<file path="config.mk">
export PLATFORM = sky130hd
export DESIGN_NAME = block_table_heap_allocator_unit
export DESIGN_NICKNAME = d
export VERILOG_FILES = /design/src/rtl/bthalloc_pkg.sv /design/src/rtl/block_table_heap_allocator_unit.sv
export SDC_FILE = /design/constraint.sdc
export NUM_CORES = 2
export LEC_CHECK = 0
export ABC_AREA = 1
export BUFFER_PORTS_ARGS = -buffer_cell sky130_fd_sc_hd__buf_2
export CAP_MARGIN = 20
export CORE_MARGIN = 3
export CORE_UTILIZATION = 60
export DETAILED_ROUTE_END_ITERATION = 12
export PLACE_DENSITY = 0.77
export SLEW_MARGIN = 20
export SYNTH_ARGS = -nofsm -noshare
export SYNTH_HDL_FRONTEND = slang
export SYNTH_SLANG_ARGS = --single-unit
</file>
<file path="constraint.sdc">
create_clock -name clk -period 50.1 [get_ports clk]
set_input_delay 10.02 -clock clk [delete_from_list [all_inputs] [get_ports clk]]
set_output_delay 10.02 -clock clk [all_outputs]
set_load 0.01 [all_outputs]
</file>
<file path="src/rtl/bthalloc_pkg.sv">
// ----------------------------------------------------------------------------
// bthalloc_pkg
// Shared constants of the block table heap allocator.
// ----------------------------------------------------------------------------
package bthalloc_pkg;

  // Byte accumulators hold up to table depth times block size.
  localparam int BYTE_W = 33;

  // Flag bits of one table entry.
  localparam int FLAG_W     = 3;
  localparam int FLAG_TAKEN = 0;
  localparam int FLAG_FIRST = 1;
  localparam int FLAG_NEXT  = 2;

  // Request kinds carried in tuser.
  localparam logic ACT_ALLOC = 1'b0;
  localparam logic ACT_FREE  = 1'b1;

  // Result status codes.
  localparam logic [1:0] ST_OK    = 2'd0;
  localparam logic [1:0] ST_NOMEM = 2'd1;
  localparam logic [1:0] ST_BAD   = 2'd2;

  // Register select bit of paddr: 0 heap_base, 1 block_count.
  localparam logic REG_HEAP_BASE   = 1'b0;
  localparam logic REG_BLOCK_COUNT = 1'b1;

  localparam logic [31:0] HEAP_BASE_RESET   = 32'd0;
  localparam logic [10:0] BLOCK_COUNT_RESET = 11'd1024;

endpackage

</file>
<file path="src/rtl/block_table_heap_allocator_unit.sv">
// ----------------------------------------------------------------------------
// block_table_heap_allocator_unit
// First-fit allocator over a table of fixed-size heap blocks.
// ----------------------------------------------------------------------------
// The heap is a row of BLOCK_BYTES-byte blocks starting at heap_base, with one
// three-bit table entry per block held in a single-port-read memory. After
// reset a clearing pass writes every one of the TABLE_BLOCKS entries, one per
// cycle, before the first request is accepted. An allocate beat walks the
// table one entry per cycle looking for the first long enough run of free
// blocks, then marks the run one entry per cycle. A free beat first finds the
// block index by stepping a byte offset one block per cycle, then clears the
// run one entry per cycle from that index; the two walks together cover at
// most the blocks in use. The table walk is paced by the one memory read per
// cycle. One request is worked on at a time; a finished result waits in the
// output register while the next request is taken.
// ----------------------------------------------------------------------------
module block_table_heap_allocator_unit #(
  parameter int TABLE_BLOCKS = 1024,
  parameter int BLOCK_BYTES  = 4096
) (
  input  logic        clk,
  input  logic        rst,
  // Request stream.
  input  logic        s_tvalid,
  output logic        s_tready,
  input  logic [63:0] s_tdata,   // [31:0] size_bytes, [63:32] address
  input  logic [0:0]  s_tuser,   // [0] action
  // Result stream.
  output logic        m_tvalid,
  input  logic        m_tready,
  output logic [39:0] m_tdata,   // [1:0] status, [33:2] block_address, rest zero
  // Configuration port.
  input  logic        psel,
  input  logic        penable,
  input  logic        pwrite,
  input  logic [2:0]  paddr,
  input  logic [31:0] pwdata,
  output logic [31:0] prdata,
  output logic        pready
);

  localparam int IDX_W = $clog2(TABLE_BLOCKS);
  localparam int CNT_W = $clog2(TABLE_BLOCKS + 1);
  localparam int BW    = bthalloc_pkg::BYTE_W;
  localparam int FW    = bthalloc_pkg::FLAG_W;

  typedef enum logic [2:0] {
    S_CLEAR,
    S_IDLE,
    S_ALLOC_SCAN,
    S_ALLOC_MARK,
    S_FREE_FIND,
    S_FREE_CLR,
    S_RESP
  } state_t;

  state_t state, state_next;

  logic [CNT_W-1:0] cur, cur_next;
  logic [BW-1:0]    acc, acc_next;
  logic [BW-1:0]    run_bytes, run_bytes_next;
  logic [IDX_W-1:0] start_idx, start_idx_next;
  logic [31:0]      start_bytes, start_bytes_next;
  logic [31:0]      req_size, req_size_next;
  logic [31:0]      req_off, req_off_next;
  logic [1:0]       res_status, res_status_next;
  logic [31:0]      res_addr, res_addr_next;
  logic             m_tvalid_next;
  logic [1:0]       out_status, out_status_next;
  logic [31:0]      out_addr, out_addr_next;

  logic [31:0]      heap_base;
  logic [10:0]      block_count;
  logic [CNT_W-1:0] lim;

  logic [FW-1:0]    mem [TABLE_BLOCKS];
  logic [FW-1:0]    rd_data;
  logic [IDX_W-1:0] rd_addr;
  logic             mem_we;
  logic [FW-1:0]    mem_wdata;

  logic [BW-1:0]    acc_step;
  logic [BW-1:0]    run_step;
  logic             out_free;
  logic             cfg_wr;

  // Configuration registers.
  assign pready = 1'b1;
  assign cfg_wr = psel && penable && pwrite;
  assign prdata = (paddr[2] == bthalloc_pkg::REG_BLOCK_COUNT) ? 32'(block_count) : heap_base;

  always_ff @(posedge clk) begin
    if (rst) begin
      heap_base   <= bthalloc_pkg::HEAP_BASE_RESET;
      block_count <= bthalloc_pkg::BLOCK_COUNT_RESET;
    end else if (cfg_wr) begin
      if (paddr[2] == bthalloc_pkg::REG_BLOCK_COUNT) begin
        block_count <= pwdata[10:0];
      end else begin
        heap_base <= pwdata;
      end
    end
  end

  // A block count beyond the table depth acts as the table depth.
  assign lim = (32'(block_count) > 32'(TABLE_BLOCKS)) ? CNT_W'(TABLE_BLOCKS)
                                                       : CNT_W'(block_count);

  // Block table. The read address is the next walk position, so the entry
  // at cur is on rd_data whilst a walk state looks at it.
  assign rd_addr = cur_next[IDX_W-1:0];

  always_ff @(posedge clk) begin
    if (mem_we) begin
      mem[cur[IDX_W-1:0]] <= mem_wdata;
    end
    rd_data <= mem[rd_addr];
  end

  assign acc_step = acc + BW'(BLOCK_BYTES);
  assign run_step = run_bytes + BW'(BLOCK_BYTES);
  assign out_free = !m_tvalid || m_tready;

  always_comb begin
    state_next       = state;
    cur_next         = cur;
    acc_next         = acc;
    run_bytes_next   = run_bytes;
    start_idx_next   = start_idx;
    start_bytes_next = start_bytes;
    req_size_next    = req_size;
    req_off_next     = req_off;
    res_status_next  = res_status;
    res_addr_next    = res_addr;
    m_tvalid_next    = m_tvalid && !m_tready;
    out_status_next  = out_status;
    out_addr_next    = out_addr;
    mem_we           = 1'b0;
    mem_wdata        = '0;

    case (state)
      S_CLEAR: begin
        mem_we = 1'b1;
        if (cur == CNT_W'(TABLE_BLOCKS - 1)) begin
          cur_next   = '0;
          state_next = S_IDLE;
        end else begin
          cur_next = cur + CNT_W'(1);
        end
      end

      S_IDLE: begin
        if (s_tvalid) begin
          cur_next       = '0;
          acc_next       = '0;
          run_bytes_next = '0;
          res_addr_next  = '0;
          req_size_next  = s_tdata[31:0];
          req_off_next   = s_tdata[63:32] - heap_base;
          if (s_tuser[0] == bthalloc_pkg::ACT_FREE) begin
            if (s_tdata[63:32] < heap_base) begin
              res_status_next = bthalloc_pkg::ST_BAD;
              state_next      = S_RESP;
            end else begin
              state_next = S_FREE_FIND;
            end
          end else begin
            if (s_tdata[31:0] == 32'd0) begin
              res_status_next = bthalloc_pkg::ST_BAD;
              state_next      = S_RESP;
            end else begin
              state_next = S_ALLOC_SCAN;
            end
          end
        end
      end

      S_ALLOC_SCAN: begin
        if (cur == lim) begin
          res_status_next = bthalloc_pkg::ST_NOMEM;
          state_next      = S_RESP;
        end else if (rd_data[bthalloc_pkg::FLAG_TAKEN]) begin
          run_bytes_next = '0;
          cur_next       = cur + CNT_W'(1);
          acc_next       = acc_step;
        end else begin
          if (run_bytes == '0) begin
            start_idx_next   = cur[IDX_W-1:0];
            start_bytes_next = acc[31:0];
          end
          if (run_step >= BW'(req_size)) begin
            // Run is long enough: go back to its first block and mark it.
            cur_next       = (run_bytes == '0) ? cur : CNT_W'(start_idx);
            run_bytes_next = '0;
            state_next     = S_ALLOC_MARK;
          end else begin
            run_bytes_next = run_step;
            cur_next       = cur + CNT_W'(1);
            acc_next       = acc_step;
          end
        end
      end

      S_ALLOC_MARK: begin
        mem_we = 1'b1;
        mem_wdata[bthalloc_pkg::FLAG_TAKEN] = 1'b1;
        mem_wdata[bthalloc_pkg::FLAG_FIRST] = (run_bytes == '0);
        mem_wdata[bthalloc_pkg::FLAG_NEXT]  = (run_step < BW'(req_size));
        if (run_step >= BW'(req_size)) begin
          res_status_next = bthalloc_pkg::ST_OK;
          res_addr_next   = heap_base + start_bytes;
          state_next      = S_RESP;
        end else begin
          run_bytes_next = run_step;
          cur_next       = cur + CNT_W'(1);
        end
      end

      S_FREE_FIND: begin
        // The index is the first block whose end lies beyond the offset.
        if (cur == lim) begin
          res_status_next = bthalloc_pkg::ST_BAD;
          state_next      = S_RESP;
        end else if (BW'(req_off) < acc_step) begin
          state_next = S_FREE_CLR;
        end else begin
          cur_next = cur + CNT_W'(1);
          acc_next = acc_step;
        end
      end

      S_FREE_CLR: begin
        mem_we = 1'b1;
        if (!rd_data[bthalloc_pkg::FLAG_NEXT] || ((cur + CNT_W'(1)) == lim)) begin
          res_status_next = bthalloc_pkg::ST_OK;
          state_next      = S_RESP;
        end else begin
          cur_next = cur + CNT_W'(1);
        end
      end

      S_RESP: begin
        if (out_free) begin
          m_tvalid_next   = 1'b1;
          out_status_next = res_status;
          out_addr_next   = res_addr;
          state_next      = S_IDLE;
        end
      end

      default: begin
        state_next = S_IDLE;
      end
    endcase
  end

  always_ff @(posedge clk) begin
    if (rst) begin
      state    <= S_CLEAR;
      cur      <= '0;
      m_tvalid <= 1'b0;
    end else begin
      state    <= state_next;
      cur      <= cur_next;
      m_tvalid <= m_tvalid_next;
    end
    acc         <= acc_next;
    run_bytes   <= run_bytes_next;
    start_idx   <= start_idx_next;
    start_bytes <= start_bytes_next;
    req_size    <= req_size_next;
    req_off     <= req_off_next;
    res_status  <= res_status_next;
    res_addr    <= res_addr_next;
    out_status  <= out_status_next;
    out_addr    <= out_addr_next;
  end

  assign s_tready = (state == S_IDLE);
  assign m_tdata  = {6'd0, out_addr, out_status};

`ifndef SYNTHESIS
  a_no_req_in_clear : assert property (@(posedge clk) disable iff (rst)
    (state == S_CLEAR) |-> !s_tready)
    else $error("request taken during the table clearing pass");

  a_status_code : assert property (@(posedge clk) disable iff (rst)
    m_tvalid |-> (m_tdata[1:0] == bthalloc_pkg::ST_OK ||
                  m_tdata[1:0] == bthalloc_pkg::ST_NOMEM ||
                  m_tdata[1:0] == bthalloc_pkg::ST_BAD))
    else $error("result carries an undefined status code");

  a_fail_zero_addr : assert property (@(posedge clk) disable iff (rst)
    (m_tvalid && (m_tdata[1:0] != bthalloc_pkg::ST_OK)) |-> (m_tdata[33:2] == 32'd0))
    else $error("failed request returned a non-zero address");

  a_walk_in_range : assert property (@(posedge clk) disable iff (rst)
    (state == S_ALLOC_SCAN || state == S_FREE_FIND) |-> (cur <= lim))
    else $error("table walk ran past the block count");

  a_clr_in_range : assert property (@(posedge clk) disable iff (rst)
    (state == S_ALLOC_MARK || state == S_FREE_CLR) |-> (cur < lim))
    else $error("table write outside the blocks in use");
`endif

endmodule
</file>
# Word level (Yosys, flattened, before mapping)
# Memories as Yosys holds them, arrays and structs flattened. A register that Yosys moved wholly into a read port is not among the register bits.
# Cells that the tools add are included.
# classes
n_bitwise	3
add_sub_neg	5
reduce_logical	28
mux	57
eq_ne	28
magnitude_cmp	5
# op_table
op	count
33-bit two-way mux	10
33-bit case mux with 3 select lines	2
11-bit two-way mux	11
32-bit two-way mux	3
33-bit by 13-bit adder with 33-bit output (second input constant)	2
11-bit case mux with 6 select lines	1
32-bit case mux with 2 select lines	1
3-bit two-way mux	13
33-bit by 32-bit greater-or-equal comparator with 1-bit output	1
33-bit logical NOT	1
32-bit by 33-bit < comparator with 1-bit output	1
33-bit by 32-bit < comparator with 1-bit output	1
32-bit adder	1
32-bit logical NOT	1
32-bit < comparator	1
32-bit subtractor	1
2-bit inequality test (second input constant)	12
8-bit AND reduction	3
11-bit == test	2
3-bit case mux with 7 select lines	1
2-bit two-way mux	9
3-bit inequality test (second input constant)	4
11-bit by 1-bit adder with 11-bit output (second input constant)	1
11-bit by 10-bit == test with 1-bit output (second input constant)	1
other kinds (23)	42
# word_totals
mem_count	1
ramBits	3072
regBits	298
# mem_list
name	depth	word_bits	rd	rd_ports_with_merged_regs	write_ports	line	source
mem	1024	3	1	1	1	block_table_heap_allocator_unit.sv:76	logic [FW-1:0] mem [TABLE_BLOCKS];

# Depth between registers and ports, before layout
# logic_depth
word_depth	6
mapped_depth	43
mapped_depth_nobuf	41

# Worst setup path before layout
# Ideal clock, no wire load.
# synth_timing
path_type	reg-to-reg
from	reg run_bytes[12]
to	mem mem[0][2] (netlist name) (data pin)
slack_ps	19258
required_ps	45143
synth_period_minus_slack_ps	30842
stages_incl_launch_ff	20
arrival_ps	25886
setup_time_ps	4957
path_cell_list	edfxtp_1 nand3_1 nor2_1 inv_1 nor2_1 inv_1 nor3_1 inv_1 nor2_1 nand3_1 nor2_1 nand2_1 xor2_1 inv_1 ha_1 inv_1 o21bai_1 nor2_1 nand2_2 nor2_1
# synth_between
elab_chain_len	3
# synth_rtl
element	line	source
from (decl)	block_table_heap_allocator_unit.sv:61	logic [BW-1:0] run_bytes, run_bytes_next;
from (signal assigned)	block_table_heap_allocator_unit.sv:268	run_bytes <= run_bytes_next;
33-bit by 13-bit adder with 33-bit output	block_table_heap_allocator_unit.sv:121	assign run_step = run_bytes + BW'(BLOCK_BYTES);
33-bit by 32-bit < comparator with 1-bit output	block_table_heap_allocator_unit.sv:208	mem_wdata[bthalloc_pkg::FLAG_NEXT] = (run_step < BW'(req_size));
3-bit two-way mux	block_table_heap_allocator_unit.sv:141	case (state)
via mem_wdata[2]	block_table_heap_allocator_unit.sv:80	logic [FW-1:0] mem_wdata;
to (decl)	block_table_heap_allocator_unit.sv:76	
# The timed path passes the listed nets, and every way through them passes these cells.

# Worst setup path in the final report
# layout_timing
from	in paddr[2]
to	out prdata[4]
# layout_between
elab_chain_len	1
# layout_rtl
element	line	source
from (decl)	block_table_heap_allocator_unit.sv:36	input logic [2:0] paddr,
32-bit two-way mux	block_table_heap_allocator_unit.sv:90	assign prdata = (paddr[2] == bthalloc_pkg::REG_BLOCK_COUNT) ? 32'(block_count) : heap_base;
to (decl)	block_table_heap_allocator_unit.sv:38	output logic [31:0] prdata,
# No other way between the ends.

==> out/metrics.yaml <==
run_status:
  status: "completed"
timing:
  max_slew.worst_pin.slew_ns: 1.37
  total_of_endpoints_with_negative_setup_slack_in_the_final_report: 0
  post-route-min-period_ns: 21.07
  timing.final.hold_violations: 0
  final.setup_skew_ns: 0.0600
  slew_headroom: 0.0898
  rsz_0062_raised_after_global_routing: "no"
  slew_viol_final: 0
  final.setup.tns_ns: 0
  min_period_over_period: 0.421
  fmax_achieved_mhz: 47.5
grt:
  antenna_found_initial: 8
  grt_usage: 0.305
  grt_first_pass_wirelength_um: 420000
  grt_start_max_net_pins: 253
  grt_pass1_vias: 74196
  globalRouteOverflowTotal: 0
die:
  starting_utilization_of_the_core_area: 0.605
  core_area_sq_mm: 0.174
  rows: 153
  die_w_um: 425
  die-area_sq_mm: 0.181
  boundaryPins: 182
  floorplan.die.height_um: 425
critical_path:
  cp_data_required_time_ns: 40.08
  worst-path-max-fanout: 45
  crit_path_top_delay_cell: "sky130_fd_sc_hd__buf_2"
  crit_path_dat_ns: 11.05
  critical-path-max-stage-delay_ns: 0.55
  critPathLaunchType: "input port"
  crit_path_cell_trace: "buf_2 > o21ai_0 > buf_2"
  worst_setup_path_end_kind: "output pin"
  worst_path_most_repeated_cell: "sky130_fd_sc_hd__buf_2"
  critPathTopFamily: "buffers and inverters"
  critical_path_buf_inv_count: 2
  path_class: "in2out"
place:
  numPortBuffers: 172
  gp_congestion: 0.884
  detailed_place_hpwl_um: 150000
clocking:
  htree_levels: 4
  holdBufCountCts: 0
  clock_sinks: 2300
  clk_pin_slew_worst_paths_ns: 0.06
  clock_tree.buffer_depth: 3
  cts-buffers-inserted: 224
  clk_root_buffer_cell: "sky130_fd_sc_hd__clkbuf_16"
  tritoncts: "built"
  post_cts_repair_timing_setup_buffer_count: 0
  worstSkewPairLatency_ns: 0.90
  cts-resized-gates: 0
logic_synthesis:
  synth.avg_cell_area_sq_um: 10.3
  synth_top_area_frac: 0.637
  yosys_warnings: 0
  yosysMostFrequentCell: "sky130_fd_sc_hd__edfxtp_1"
  synth_sequential_area_ratio: 0.649
  synthDistinctLibCells: 53
  yosysTopAreaCell: "sky130_fd_sc_hd__edfxtp_1"
  synthCells: 10276
  synth-edff-count: 2240
  synth.top_cells.by_count: "sky130_fd_sc_hd__edfxtp_1, sky130_fd_sc_hd__nand2_1, sky130_fd_sc_hd__nand3_1"
  synth_top_flop_cell: "sky130_fd_sc_hd__edfxtp_1"
  top_post_synthesis_cells_by_area: "sky130_fd_sc_hd__edfxtp_1, sky130_fd_sc_hd__nand3_1, sky130_fd_sc_hd__nand2_1, sky130_fd_sc_hd__nor2_1, sky130_fd_sc_hd__inv_1"
  synthesis.area_sq_mm: 0.106
  async_flop_share: 0
  yosys_register_bits: 2300
pwr:
  vdd_ir_drop_max_mv: 0.0636
  power-per-cell-area_mw_per_mm2: 45.7
  total_power_mw: 5.25
  p_leak_nw: 42.5
drt:
  detailedRoute.firstIterationViolations: 10225
  final_antenna_net_count: 0
  number_of_optimization_iterations_in_the_first_detailed_route_pass: 9
  detailroute.via_count: 75985
  detail_route.drc_violations: 0
  routed_via_density: 6.03
  routedWlPerCell_um: 22.2
  finalWirelength_um: 279000
cells_and_area:
  layout.nets: 10280
  fillerInstances: 12736
  fraction_of_layout_instances_using_a_drive_strength_above_1: 0.0684
  layout-area-overhead-vs-synth_pct: 8.96
job:
  timing.max_cap.violations: 0
min_path:
  hold_class: "reg2reg"
## cells by family (layout without fill, tap and decap cells)
logic type / count (synthesis) / in the layout / share of synthesized area
flops: 2300 / 2300 / 0.649
compound gates: 674 / 674 / 0.0421
buf+inv: 1877 / 1859 / 0.0728
fa+ha+maj: 100 / 100 / 0.0120
simple gates: 5276 / 5276 / 0.221
xor+xnor: 47 / 47 / 0.00390
other cells: 2 / 13 / 0.0000711
## placed cells by master (no fill, tap or decap), drive strengths merged, types with 107 or more instances in the layout
cell type / Yosys / routed
clkinv: 3 / 107
buf: 406 / 291
nand2: 2050 / 2050
nand3b: 350 / 350
inv: 1149 / 1152
nor2: 1249 / 1249
o21ai: 129 / 129
a21oi: 125 / 125
clkbuf: 319 / 270
nand3: 1558 / 1558
o211ai: 379 / 379
edfxtp: 2240 / 2240
## registers in the layout, summed over array words and instances (netlist names), 20 cells and up
name         cells
out_addr        32
req_size        32
req_off         20
mem           2048
run_bytes       21
res_addr        32
start_bytes     20
acc             21
heap_base       32
## final cells by class
class                   count  area, sq um  share of cell area
diodes                      6         15.0            0.000131
clock buffers             270         5820              0.0506
clock inverters           146         1700              0.0148
inverters                1152         4350              0.0378
multi-input cells        6104        29900               0.260
flip-flops and latches   2300        68500               0.595
well taps                2325         2910              0.0253
repair buffers            291         1900              0.0165
## worst reg2reg max path, delay by kind of cell (launching register included)
| kind | cells | cell delay, ns |
|---|---|---|
| compound gates | 2 | 0.23 |
| xor+xnor | 1 | 0.21 |
| fa+ha+maj | 1 | 0.27 |
| buf+inv | 8 | 2.71 |
| flops | 1 | 0.44 |
| simple gates | 25 | 5.65 |
## through the flow
stage	area [sq um]	hold slack, ns	util	setup WS (ns)	instances
finish	115000	0.417	0.660	29.03	12594
CTS	115000	0.420	0.659	29.08	12588
global placement	107000	0.400	0.616	29.13	12168
global route	115000	0.425	0.660	28.97	12590
detailed placement	107000	0.405	0.616	29.09	12172
floorplan	106000	0.400	-	19.26	10281
## path summary, 6_finish.rpt
path | endpoint | cells past startpoint | from | slack [ns]
worst max register to register | rd_data[0] | 37 | run_bytes[12] | 40.50
worst max-delay path | prdata[4] | 3 | paddr[2] | 29.03
worst min-delay path | out_addr[8] | 0 | res_addr[8] | 0.42
worst min register to register | out_addr[8] | 0 | res_addr[8] | 0.42
## per-layer routing
layer / vias to the layer above / routed length, um / track usage
met2: 4201 / 132000 / 0.497
met4: 2 / 14400 / 0.152
met3: 849 / 31000 / 0.0549
met1: 36498 / 102000 / 0.395
li1: 34435 / - / -
met5: - / 11 / 0
## report_power, final
group | switching (mW) | leakage [nW] | internal, mW
Combinational | 1.02 | 21.5 | 0.416
Sequential | 0.0110 | 17.4 | 2.10
Clock | 0.733 | 3.62 | 0.976
(Power assumes the default switching activity.)
